[src/hdl/wheel_tick_speed_estimator_assert.svh]
// ----------------------------------------------------------------------------
// Wheel tick speed estimator assertion macros
// Shorthand for the concurrent checks at the end of the top level.
// ----------------------------------------------------------------------------
`ifndef WHEEL_TICK_SPEED_ESTIMATOR_ASSERT_SVH
`define WHEEL_TICK_SPEED_ESTIMATOR_ASSERT_SVH

// Same-cycle implication, disabled during reset
`define WTSE_ASSERT_IMPL(name, clk, rst, ante, cons, msg) \
   name: assert property (@(posedge clk) disable iff (rst) (ante) |-> (cons)) \
      else $error(msg);

// Next-cycle implication, disabled during reset
`define WTSE_ASSERT_NEXT(name, clk, rst, ante, cons, msg) \
   name: assert property (@(posedge clk) disable iff (rst) (ante) |=> (cons)) \
      else $error(msg);

`endif

[src/hdl/wtse_pkg.sv]
// ----------------------------------------------------------------------------
// Wheel tick speed estimator package
// Field widths, register indexes, reset values and sequencer types.
// ----------------------------------------------------------------------------
package wtse_pkg;

   // Field widths
   localparam int SPEED_BITS = 26;
   localparam int CIRC_BITS  = 16;
   localparam int MIN_BITS   = 16;
   localparam int MAX_BITS   = 15;
   localparam int CSR_BITS   = 16;
   localparam int IDX_BITS   = 2;
   localparam int SCALE_BITS = 10;
   localparam int PROD_BITS  = SPEED_BITS + MAX_BITS;

   // Divider step count
   localparam int CNT_BITS = $clog2(SPEED_BITS);
   localparam logic [CNT_BITS-1:0] DIV_LAST = CNT_BITS'(SPEED_BITS - 1);

   // mm/s per mm/ms
   localparam logic [SCALE_BITS-1:0] SCALE_FACTOR = SCALE_BITS'(1000);

   // Commands
   localparam logic CMD_TICK   = 1'b0;
   localparam logic CMD_UPDATE = 1'b1;

   // Register indexes
   localparam logic [IDX_BITS-1:0] CSR_CIRC    = 2'd0;
   localparam logic [IDX_BITS-1:0] CSR_MIN_INT = 2'd1;
   localparam logic [IDX_BITS-1:0] CSR_MAX_INT = 2'd2;

   // Register reset values
   localparam logic [CIRC_BITS-1:0] CIRC_RESET    = 16'd1500;
   localparam logic [MIN_BITS-1:0]  MIN_INT_RESET = 16'd20;
   localparam logic [MAX_BITS-1:0]  MAX_INT_RESET = 15'd2000;

   // Sequencer states
   typedef enum logic [2:0] {
      ST_IDLE,
      ST_DECIDE,
      ST_DIV,
      ST_RESULT,
      ST_CLAMP,
      ST_OUT
   } state_type;

   // Outcome of the update decision
   typedef enum logic [2:0] {
      DEC_ZERO,
      DEC_FIRST,
      DEC_TIMEOUT,
      DEC_EXTRAP,
      DEC_HOLD,
      DEC_NEW
   } decide_type;

   // What the divider quotient is used for
   typedef enum logic [1:0] {
      MODE_FIRST,
      MODE_NEW,
      MODE_EXTRAP
   } mode_type;

endpackage

[src/hdl/wheel_tick_speed_estimator.sv]
// ----------------------------------------------------------------------------
// Wheel tick speed estimator
// Debounces wheel ticks, keeps the last two tick times and on each update
// word reports circumference*1000/period, with timeout and linear decay.
// ----------------------------------------------------------------------------
//
//  channel | ports                                 | direction
//  --------+---------------------------------------+----------
//  req     | req_valid req_stall req_command       | in
//          | req_now_ms                            |
//  rsp     | rsp_valid rsp_stall rsp_speed_mm_per_s| out
//  csr     | csr_write_en csr_index csr_wdata      | in
//
//  A tick word gives no rsp word.
//  An update word passes decide and out, with div and result between them for
//  a division; the 26-step restoring divider serves both period and slope.
//  req is stalled from acceptance of an update until its rsp word is loaded.
//  The rsp register holds its word under stall; the sequencer waits on it.
//  Synchronous active-high reset restores register defaults, clears history.
// ----------------------------------------------------------------------------
`include "wheel_tick_speed_estimator_assert.svh"

module wheel_tick_speed_estimator #(
   parameter int TIME_BITS = 32
) (
   input  logic                            clock,
   input  logic                            reset,
   // request words
   input  logic                            req_valid,
   output logic                            req_stall,
   input  logic                            req_command,
   input  logic [31:0]                     req_now_ms,
   // response words
   output logic                            rsp_valid,
   input  logic                            rsp_stall,
   output logic [wtse_pkg::SPEED_BITS-1:0] rsp_speed_mm_per_s,
   // register writes
   input  logic                            csr_write_en,
   input  logic [wtse_pkg::IDX_BITS-1:0]   csr_index,
   input  logic [wtse_pkg::CSR_BITS-1:0]   csr_wdata
);

   localparam int SB = wtse_pkg::SPEED_BITS;
   localparam int PB = wtse_pkg::PROD_BITS;

   // Configuration
   logic [wtse_pkg::CIRC_BITS-1:0] circ_ff;
   logic [wtse_pkg::MIN_BITS-1:0]  min_int_ff;
   logic [wtse_pkg::MAX_BITS-1:0]  max_int_ff;

   // History and speed state
   logic [TIME_BITS-1:0] newest_ff, older_ff, used_newest_ff, used_older_ff;
   logic [SB-1:0]        current_speed_ff, previous_speed_ff;

   // Sequencer
   wtse_pkg::state_type state_ff, state_in;
   wtse_pkg::mode_type  mode_ff;
   logic [TIME_BITS-1:0] now_ff;

   // Shared divider
   logic [SB-1:0]                 dvd_ff;
   logic [TIME_BITS-1:0]          dvs_ff, rem_ff;
   logic [wtse_pkg::CNT_BITS-1:0] step_cnt_ff;
   logic [TIME_BITS:0]            rem_shift;
   logic                          rem_geq;
   logic [TIME_BITS-1:0]          rem_next;

   // Extrapolation
   logic [wtse_pkg::MAX_BITS-1:0] elapsed_ff;
   logic [PB-1:0]                 prod_ff;
   logic [SB-1:0]                 clamp_speed;

   // Output register
   logic          rsp_valid_ff;
   logic [SB-1:0] rsp_speed_ff;

   // Control
   logic req_accept, tick_take, div_step, out_load;

   // Decision datapath
   wtse_pkg::decide_type dec;
   logic [TIME_BITS-1:0] tick_gap, period, period_nz, since, span;
   logic [SB-1:0]        scaled;
   logic                 dec_clear;

   assign rsp_valid          = rsp_valid_ff;
   assign rsp_speed_mm_per_s = rsp_speed_ff;

   // --------------------------------------------------------------------
   // Combinational datapath
   // --------------------------------------------------------------------

   // Tick debounce on the incoming word
   always_comb begin
      tick_gap  = req_now_ms[TIME_BITS-1:0] - newest_ff;
      tick_take = req_accept && (req_command == wtse_pkg::CMD_TICK)
                  && (tick_gap > TIME_BITS'(min_int_ff));
   end

   // Period, elapsed time, span and the scaled circumference
   always_comb begin
      period    = newest_ff - older_ff;
      period_nz = (period == '0) ? TIME_BITS'(1) : period;
      since     = now_ff - used_newest_ff;
      span      = used_newest_ff - used_older_ff;
      scaled    = SB'(SB'(circ_ff) * SB'(wtse_pkg::SCALE_FACTOR));
      dec_clear = since > TIME_BITS'({1'b0, max_int_ff} << 1);
   end

   // Update decision
   always_comb begin
      priority if (older_ff == '0) begin
         dec = wtse_pkg::DEC_ZERO;
      end else if (used_newest_ff == '0) begin
         dec = wtse_pkg::DEC_FIRST;
      end else if (used_older_ff == older_ff) begin
         priority if (since > TIME_BITS'(max_int_ff)) begin
            dec = wtse_pkg::DEC_TIMEOUT;
         end else if ((previous_speed_ff > current_speed_ff) && (span != '0)) begin
            dec = wtse_pkg::DEC_EXTRAP;
         end else begin
            dec = wtse_pkg::DEC_HOLD;
         end
      end else begin
         dec = wtse_pkg::DEC_NEW;
      end
   end

   // One restoring division step
   always_comb begin
      rem_shift = {rem_ff, dvd_ff[SB-1]};
      rem_geq   = rem_shift >= {1'b0, dvs_ff};
      rem_next  = rem_geq ? TIME_BITS'(rem_shift - {1'b0, dvs_ff})
                          : rem_shift[TIME_BITS-1:0];
   end

   // Speed minus slope*elapsed, floored at zero
   always_comb begin
      clamp_speed = (prod_ff > PB'(current_speed_ff))
                    ? '0 : SB'(current_speed_ff - prod_ff[SB-1:0]);
   end

   // --------------------------------------------------------------------
   // Sequencer
   // --------------------------------------------------------------------

   // Next state
   always_comb begin
      state_in = state_ff;
      unique case (state_ff)
         wtse_pkg::ST_IDLE: begin
            if (req_accept && (req_command == wtse_pkg::CMD_UPDATE)) begin
               state_in = wtse_pkg::ST_DECIDE;
            end
         end
         wtse_pkg::ST_DECIDE: begin
            if ((dec == wtse_pkg::DEC_FIRST) || (dec == wtse_pkg::DEC_EXTRAP)
                || (dec == wtse_pkg::DEC_NEW)) begin
               state_in = wtse_pkg::ST_DIV;
            end else begin
               state_in = wtse_pkg::ST_OUT;
            end
         end
         wtse_pkg::ST_DIV: begin
            if (step_cnt_ff == wtse_pkg::DIV_LAST) begin
               state_in = wtse_pkg::ST_RESULT;
            end
         end
         wtse_pkg::ST_RESULT: begin
            state_in = (mode_ff == wtse_pkg::MODE_EXTRAP) ? wtse_pkg::ST_CLAMP
                                                          : wtse_pkg::ST_OUT;
         end
         wtse_pkg::ST_CLAMP: begin
            state_in = wtse_pkg::ST_OUT;
         end
         wtse_pkg::ST_OUT: begin
            if (out_load) begin
               state_in = wtse_pkg::ST_IDLE;
            end
         end
         default: begin
            state_in = wtse_pkg::ST_IDLE;
         end
      endcase
   end

   // Control outputs
   always_comb begin
      req_stall  = (state_ff != wtse_pkg::ST_IDLE);
      req_accept = req_valid && !req_stall;
      div_step   = (state_ff == wtse_pkg::ST_DIV);
      out_load   = (state_ff == wtse_pkg::ST_OUT) && (!rsp_valid_ff || !rsp_stall);
   end

   always_ff @(posedge clock) begin
      if (reset) begin
         state_ff <= wtse_pkg::ST_IDLE;
      end else begin
         state_ff <= state_in;
      end
   end

   // --------------------------------------------------------------------
   // Configuration registers
   // --------------------------------------------------------------------
   always_ff @(posedge clock) begin
      if (reset) begin
         circ_ff    <= wtse_pkg::CIRC_RESET;
         min_int_ff <= wtse_pkg::MIN_INT_RESET;
         max_int_ff <= wtse_pkg::MAX_INT_RESET;
      end else if (csr_write_en) begin
         case (csr_index)
            wtse_pkg::CSR_CIRC:    circ_ff    <= csr_wdata;
            wtse_pkg::CSR_MIN_INT: min_int_ff <= csr_wdata;
            wtse_pkg::CSR_MAX_INT: max_int_ff <= csr_wdata[wtse_pkg::MAX_BITS-1:0];
            default: ;
         endcase
      end
   end

   // --------------------------------------------------------------------
   // History and speed state
   // --------------------------------------------------------------------
   always_ff @(posedge clock) begin
      if (reset) begin
         newest_ff         <= '0;
         older_ff          <= '0;
         used_newest_ff    <= '0;
         used_older_ff     <= '0;
         current_speed_ff  <= '0;
         previous_speed_ff <= '0;
         mode_ff           <= wtse_pkg::MODE_NEW;
      end else begin
         // accepted tick shifts the pair
         if (tick_take) begin
            older_ff  <= newest_ff;
            newest_ff <= req_now_ms[TIME_BITS-1:0];
         end

         if (state_ff == wtse_pkg::ST_DECIDE) begin
            unique case (dec)
               wtse_pkg::DEC_ZERO: begin
                  current_speed_ff <= '0;
               end
               wtse_pkg::DEC_FIRST: begin
                  used_older_ff  <= older_ff;
                  used_newest_ff <= newest_ff;
                  mode_ff        <= wtse_pkg::MODE_FIRST;
               end
               wtse_pkg::DEC_TIMEOUT: begin
                  current_speed_ff <= '0;
                  if (dec_clear) begin
                     previous_speed_ff <= '0;
                     older_ff          <= '0;
                  end
               end
               wtse_pkg::DEC_EXTRAP: begin
                  mode_ff <= wtse_pkg::MODE_EXTRAP;
               end
               wtse_pkg::DEC_HOLD: ;
               wtse_pkg::DEC_NEW: begin
                  used_older_ff     <= used_newest_ff;
                  used_newest_ff    <= newest_ff;
                  previous_speed_ff <= current_speed_ff;
                  mode_ff           <= wtse_pkg::MODE_NEW;
               end
               default: ;
            endcase
         end

         // quotient is a period speed unless extrapolating
         if ((state_ff == wtse_pkg::ST_RESULT) && (mode_ff != wtse_pkg::MODE_EXTRAP)) begin
            current_speed_ff <= dvd_ff;
            if (mode_ff == wtse_pkg::MODE_FIRST) begin
               previous_speed_ff <= dvd_ff;
            end
         end

         if (state_ff == wtse_pkg::ST_CLAMP) begin
            current_speed_ff <= clamp_speed;
         end
      end
   end

   // --------------------------------------------------------------------
   // Divider, multiplier and sample registers (no reset needed)
   // --------------------------------------------------------------------
   always_ff @(posedge clock) begin
      if (req_accept) begin
         now_ff <= req_now_ms[TIME_BITS-1:0];
      end

      // load operands for period or slope
      if (state_ff == wtse_pkg::ST_DECIDE) begin
         rem_ff      <= '0;
         step_cnt_ff <= '0;
         elapsed_ff  <= since[wtse_pkg::MAX_BITS-1:0];
         if (dec == wtse_pkg::DEC_EXTRAP) begin
            dvd_ff <= previous_speed_ff - current_speed_ff;
            dvs_ff <= span;
         end else begin
            dvd_ff <= scaled;
            dvs_ff <= period_nz;
         end
      end

      // one quotient bit per cycle
      if (div_step) begin
         rem_ff      <= rem_next;
         dvd_ff      <= {dvd_ff[SB-2:0], rem_geq};
         step_cnt_ff <= step_cnt_ff + 1'b1;
      end

      // slope magnitude times elapsed time
      if (state_ff == wtse_pkg::ST_RESULT) begin
         prod_ff <= PB'(dvd_ff) * PB'(elapsed_ff);
      end
   end

   // --------------------------------------------------------------------
   // Response register
   // --------------------------------------------------------------------
   always_ff @(posedge clock) begin
      if (reset) begin
         rsp_valid_ff <= 1'b0;
      end else if (out_load) begin
         rsp_valid_ff <= 1'b1;
      end else if (!rsp_stall) begin
         rsp_valid_ff <= 1'b0;
      end
   end

   always_ff @(posedge clock) begin
      if (out_load) begin
         rsp_speed_ff <= current_speed_ff;
      end
   end

   // --------------------------------------------------------------------
   // Assertions
   // --------------------------------------------------------------------
   `WTSE_ASSERT_NEXT(a_update_decides, clock, reset,
      req_accept && (req_command == wtse_pkg::CMD_UPDATE),
      state_ff == wtse_pkg::ST_DECIDE, "update word did not reach decide")
   `WTSE_ASSERT_IMPL(a_div_count, clock, reset,
      state_ff == wtse_pkg::ST_DIV, step_cnt_ff <= wtse_pkg::DIV_LAST,
      "divider step count overran")
   `WTSE_ASSERT_NEXT(a_no_pair_zero, clock, reset,
      (state_ff == wtse_pkg::ST_DECIDE) && (older_ff == '0),
      current_speed_ff == '0, "speed not zero without a tick pair")
   `WTSE_ASSERT_NEXT(a_decay_only, clock, reset,
      state_ff == wtse_pkg::ST_CLAMP,
      current_speed_ff <= $past(current_speed_ff), "extrapolation raised speed")
   `WTSE_ASSERT_NEXT(a_rsp_load, clock, reset, out_load,
      rsp_valid_ff && (rsp_speed_ff == $past(current_speed_ff)),
      "response word not loaded from current speed")

endmodule
[config.mk]
export PLATFORM = sky130hd
export DESIGN_NAME = wheel_tick_speed_estimator
export DESIGN_NICKNAME = d
export VERILOG_FILES = /design/src/hdl/wtse_pkg.sv /design/src/hdl/wheel_tick_speed_estimator.sv
export VERILOG_INCLUDE_DIRS = /design/src /design/src/hdl
export SDC_FILE = /design/constraint.sdc
export NUM_CORES = 2
export LEC_CHECK = 0
export BUFFER_PORTS_ARGS = -buffer_cell sky130_fd_sc_hd__buf_2
export CELL_PAD_IN_SITES_DETAIL_PLACEMENT = 0
export CELL_PAD_IN_SITES_GLOBAL_PLACEMENT = 1
export CORE_UTILIZATION = 46
export DETAILED_ROUTE_END_ITERATION = 6
export PLACE_DENSITY = 0.91
export SYNTH_ARGS = -nofsm -noshare
export SYNTH_HDL_FRONTEND = slang
export SYNTH_SLANG_ARGS = --single-unit
[constraint.sdc]
create_clock -name clock -period 6.4 [get_ports clock]
set_input_delay 0.32 -clock clock [delete_from_list [all_inputs] [get_ports clock]]
set_output_delay 0.32 -clock clock [all_outputs]
set_load 0.02 [all_outputs]
==> results.txt <==
- The synthesized design contains roughly 440 register bits.
- For this run, the post-layout net count is 6257.
- Cell types occupying the most area after synthesis: sky130_fd_sc_hd__fa_1, sky130_fd_sc_hd__edfxtp_1, sky130_fd_sc_hd__ha_1, sky130_fd_sc_hd__dfxtp_1, sky130_fd_sc_hd__nand2_1
- Clock latency at the later pin of the worst-skew pair: approximately 0.65 ns
* Clock transition at the registers of the reported paths: 0.06 ns
- The floorplan step set the die width to 316 um.
- Placer Congestion: 0.923
- Max clock buf depth: 3
- The worst setup path is launched from a flop.
- Compared with the post-synthesis result, the final layout area differs by 12.8%.
- The via count of the first global-routing pass is 38200.
- Detailed-router iteration count before antenna repair: 6
* Synthesis Warnings: 0
* Area of all placed cells without fillers: slightly above 50000 sq um
* Number of top-level pins: between 80 and 90
- Number of cells on the worst reg-to-reg path: 22
- Pre-CTS worst setup slack: -0.526 ns
* Detailed-route wire length per cell: 19.7 um
- Dividing the final minimum period by the clock period gives 102%.
* Die height: 316 um
* Most frequent cell on the critical path: sky130_fd_sc_hd__fa_1
- Critical Path Sink Type: flop
- Using the TritonRoute via totals, the vias-per-cell ratio works out to 5.70.
- CTS built an H-tree with a depth of 2.
* Cell family with the largest share of critical-path delay: adder cells
* Number of buffer cells added on primary ports: 83
- Top cell type by total area after synthesis: sky130_fd_sc_hd__fa_1
- Number of gates on the worst path with buffers counted: 22
- The final reports fail on negative setup slack.
- Fraction of final layout cells sized beyond drive strength 1: 9.81%
- The number of nets handed over by synthesis was 6078.
- Area share of the leading cell type in the synthesized netlist: 16.4%
- The final route contains 38300 vias.
* Setup WS post-layout: -0.134 ns
- Clock sink total: 442
- Routed wire length: 132000 um
* Seq/Total Area, Yosys: between 20 and 25%
- After synthesis, the share of flip-flops with an asynchronous set or reset is 0%.
- Maximum number of pins on one net before global-route repair: 119
- Global-route wire length before repair: 210000 um
- Overflow left after global routing: 0
- Initial drt markers: 3025
- Final number of setup-violating endpoints: 6
* Class of the tightest hold or removal check: in -> reg
- The final count of pins violating max slew was 0.
- WP data required: 6.79 ns
- The initial antenna violation count was 1.
- Summing every instance area after synthesis gives 45300 sq um.
- Synthesis produced a netlist whose cell count is ~5200.
* Number of buffers inserted during clock tree synthesis: 52
- Number of distinct library cells after synthesis: 87
* Placed instance area: about 48000 sq um
- Headroom to the max-slew limit came out at 21.7%.
- For this run, the leading register cell type out of synthesis is sky130_fd_sc_hd__dfxtp_1.
- Number of synthesized flops with an enable pin: ~210
- Between clock sinks in the finished design, the worst skew comes to 0.0217 ns.
- Remaining antenna violation count after routing: 0
- Final count of hold timing violations: 0
- Hold path cells: 3
- Averaged over all synthesized cells, the footprint is 8.69 sq um.
* Status: finished, violations left
- Max-cap violations in this run came to 0.
- Setup repair after global routing could not meet its margin everywhere.
* Starting density of the core: 46.6%
- After floorplanning, the core was divided into 114 placement rows.
- Critical-path cell with the highest stage delay: sky130_fd_sc_hd__fa_2
- Highest cell delay on the worst timing path: 0.60 ns
- Buf/Inv on CP: 2
- Final critical path time including I/O delays and setup: 6.53 ns
- STA puts the critical path data arrival time at 6.92 ns.
* Post-detailed-route DRC marker count: 0
* Critical path type: reg -> reg
- TritonCTS built the clock tree.
- The critical path goes through buf_6 -> buf_6 -> and2_4 -> fa_1 -> fa_2 -> fa_1 -> fa_1 -> fa_1 -> fa_1 -> ha_4 -> and3_4 -> and3_4 -> a32oi_4 -> nor3_4 -> o2111ai_2 -> nand4_1 -> nand3_1 -> nand2b_1 -> a21oi_2 -> o21bai_1 -> a21oi_1 -> xnor2_1.
* Core footprint: 97100 sq um
* Post-DP HPWL: 104000 um
- CTS placed an instance of sky130_fd_sc_hd__clkbuf_16 at the clock tree root.
* Utilization of the core after routing: between 50% and 60%
* Highest Clock Rate: between 150 and 200 MHz
- Highest fanout seen on the critical path: 6
- Global routing used 26.6% of the available tracks across all layers.
- The die covers approximately 100000 sq um.
* Actual slew at the worst max-slew pin: 1.18 ns
tightest hold or removal path: stages:
cell and delay (ns):
sky130_fd_sc_hd__buf_2 0.17, sky130_fd_sc_hd__nand2_1 0.10, sky130_fd_sc_hd__a21oi_1 0.06
state kept, by name (all words and copies together), names as in the netlist, 3 cells and up:
register / count
dvd_ff: 26
state_ff: 3
min_int_ff: 16
newest_ff: 32
current_speed_ff: 26
used_older_ff: 32
step_cnt_ff: 5
previous_speed_ff: 26
dvs_ff: 32
prod_ff: 41
used_newest_ff: 32
rem_ff: 32
elapsed_ff: 15
now_ff: 32
max_int_ff: 15
circ_ff: 16
rsp_speed_mm_per_s: 26
older_ff: 32
repair_timing:
| item | 4_1_cts | 5_1_grt |
|---|---|---|
| hold endpoints to repair | 93 | 0 |
| setup endpoints to repair | 13 | 13 |
| cloned | 1 | 0 |
| buffers inserted | 28 | 10 |
| resized for setup | 68 | 46 |
| pin swaps | 57 | 54 |
| hold buffers | 46 | 0 |
final timing paths:
check	startpoint	slack [ns]	to
worst min register to register	max_int_ff[2]$_SDFFE_PP0P_	0.46	max_int_ff[2]$_SDFFE_PP0P_
worst min-delay path	rsp_stall	0.07	rsp_valid$_SDFFE_PP0P_
worst max-delay path	elapsed_ff[0]$_DFFE_PP_	-0.13	prod_ff[38]$_DFFE_PN_
worst max register to register	elapsed_ff[0]$_DFFE_PP_	-0.13	prod_ff[38]$_DFFE_PN_
cell type report:
| type | instances | area, sq um |
|---|---|---|
| Fill cell | 8786 | 46000 |
| Multi-Input combinational cell | 3926 | 31700 |
| Sequential cell | 442 | 10900 |
| Timing Repair Buffer | 352 | 2710 |
| Inverter | 617 | 2320 |
| Tap cell | 1276 | 1600 |
| Clock buffer | 72 | 1550 |
| Clock inverter | 26 | 269 |
| Antenna cell | 1 | 2.50 |
per-layer routing:
metal  track usage, %  routed length (um)  vias up
met5                0                   0        -
met4             10.6                5780        0
met3             4.32                9200      318
met2             44.9               62400     1352
met1             33.9               54600    18500
li1                 -                   -    18100
kinds of logic after synthesis:
| logic type | synth area share [%] |
|---|---|
| muxes | 2.80 |
| buffers and inverters | 7.10 |
| DFF | 24.2 |
| and+or+nand+nor | 18.4 |
| AOI/OAI and AO/OA | 14.3 |
| adders and majority gates | 28.5 |
| xor gates and xnor gates | 4.72 |
cells in the mapped netlist (9+ instances only):
cell type,instances
sky130_fd_sc_hd__buf_2,18
sky130_fd_sc_hd__ha_1,439
sky130_fd_sc_hd__dfxtp_1,233
sky130_fd_sc_hd__and3_1,30
sky130_fd_sc_hd__nor2b_1,44
sky130_fd_sc_hd__o21ai_0,180
sky130_fd_sc_hd__o211ai_1,17
sky130_fd_sc_hd__a211o_1,14
sky130_fd_sc_hd__a31oi_1,27
sky130_fd_sc_hd__or3_1,28
sky130_fd_sc_hd__a21o_1,99
sky130_fd_sc_hd__and2_1,190
sky130_fd_sc_hd__a22oi_1,29
sky130_fd_sc_hd__nor2_1,357
sky130_fd_sc_hd__fa_1,371
sky130_fd_sc_hd__nand2_1,660
sky130_fd_sc_hd__mux2i_1,122
sky130_fd_sc_hd__a21oi_1,313
sky130_fd_sc_hd__nor3_1,80
sky130_fd_sc_hd__nor4_1,55
sky130_fd_sc_hd__xnor2_1,145
sky130_fd_sc_hd__a211oi_1,73
sky130_fd_sc_hd__a311oi_1,31
sky130_fd_sc_hd__nand4_1,56
sky130_fd_sc_hd__o31ai_1,19
sky130_fd_sc_hd__xor2_1,99
sky130_fd_sc_hd__clkbuf_1,198
sky130_fd_sc_hd__o21bai_1,25
sky130_fd_sc_hd__o31a_1,9
sky130_fd_sc_hd__o21a_1,43
sky130_fd_sc_hd__inv_1,617
sky130_fd_sc_hd__a21boi_0,10
sky130_fd_sc_hd__o221ai_1,9
sky130_fd_sc_hd__o2111ai_1,10
sky130_fd_sc_hd__or4_1,13
sky130_fd_sc_hd__nand3_1,114
sky130_fd_sc_hd__edfxtp_1,209
sky130_fd_sc_hd__nand2b_1,46
sky130_fd_sc_hd__nor3b_1,12
sky130_fd_sc_hd__nand3b_1,24
per-stage QoR:
stage	instances	TNS, ns	hold slack [ns]
after floorplan	5212	0	0.419
after global placement	6535	-2.53	0.443
after detailed placement	6535	-3.90	0.447
after CTS	6706	-0.291	0.0229
after global routing	6711	-2.03	0.0338
final	6712	-0.562	0.0686
layout by cell type (no fill, tap or decap), types with 27 or more instances in the layout:
cell type / Yosys / layout
sky130_fd_sc_hd__nor2b_1: 44 / 44
sky130_fd_sc_hd__a311oi_1: 31 / 30
sky130_fd_sc_hd__edfxtp_1: 209 / 209
sky130_fd_sc_hd__o21ai_0: 180 / 172
sky130_fd_sc_hd__nor4_1: 55 / 52
sky130_fd_sc_hd__o21a_1: 43 / 43
sky130_fd_sc_hd__a21oi_1: 313 / 299
sky130_fd_sc_hd__fa_1: 371 / 363
sky130_fd_sc_hd__dfxtp_1: 233 / 233
sky130_fd_sc_hd__buf_4: 1 / 202
sky130_fd_sc_hd__inv_1: 617 / 608
sky130_fd_sc_hd__a211oi_1: 73 / 73
sky130_fd_sc_hd__and3_1: 30 / 27
sky130_fd_sc_hd__clkbuf_16: 0 / 56
sky130_fd_sc_hd__ha_1: 439 / 425
sky130_fd_sc_hd__nor3_1: 80 / 76
sky130_fd_sc_hd__mux2i_1: 122 / 122
sky130_fd_sc_hd__a22oi_1: 29 / 29
sky130_fd_sc_hd__xor2_1: 99 / 99
sky130_fd_sc_hd__nand2_1: 660 / 656
sky130_fd_sc_hd__nand3_1: 114 / 113
sky130_fd_sc_hd__a21o_1: 99 / 99
sky130_fd_sc_hd__buf_2: 18 / 82
sky130_fd_sc_hd__or3_1: 28 / 27
sky130_fd_sc_hd__and2_1: 190 / 177
sky130_fd_sc_hd__nor2_1: 357 / 351
sky130_fd_sc_hd__xnor2_1: 145 / 144
sky130_fd_sc_hd__nand4_1: 56 / 56
sky130_fd_sc_hd__dlygate4sd3_1: 0 / 46
sky130_fd_sc_hd__nand2b_1: 46 / 45
Power is left out: the tool's default activity adds up to more than one toggle a clock period on the data nets, which glitch-free logic cannot reach.
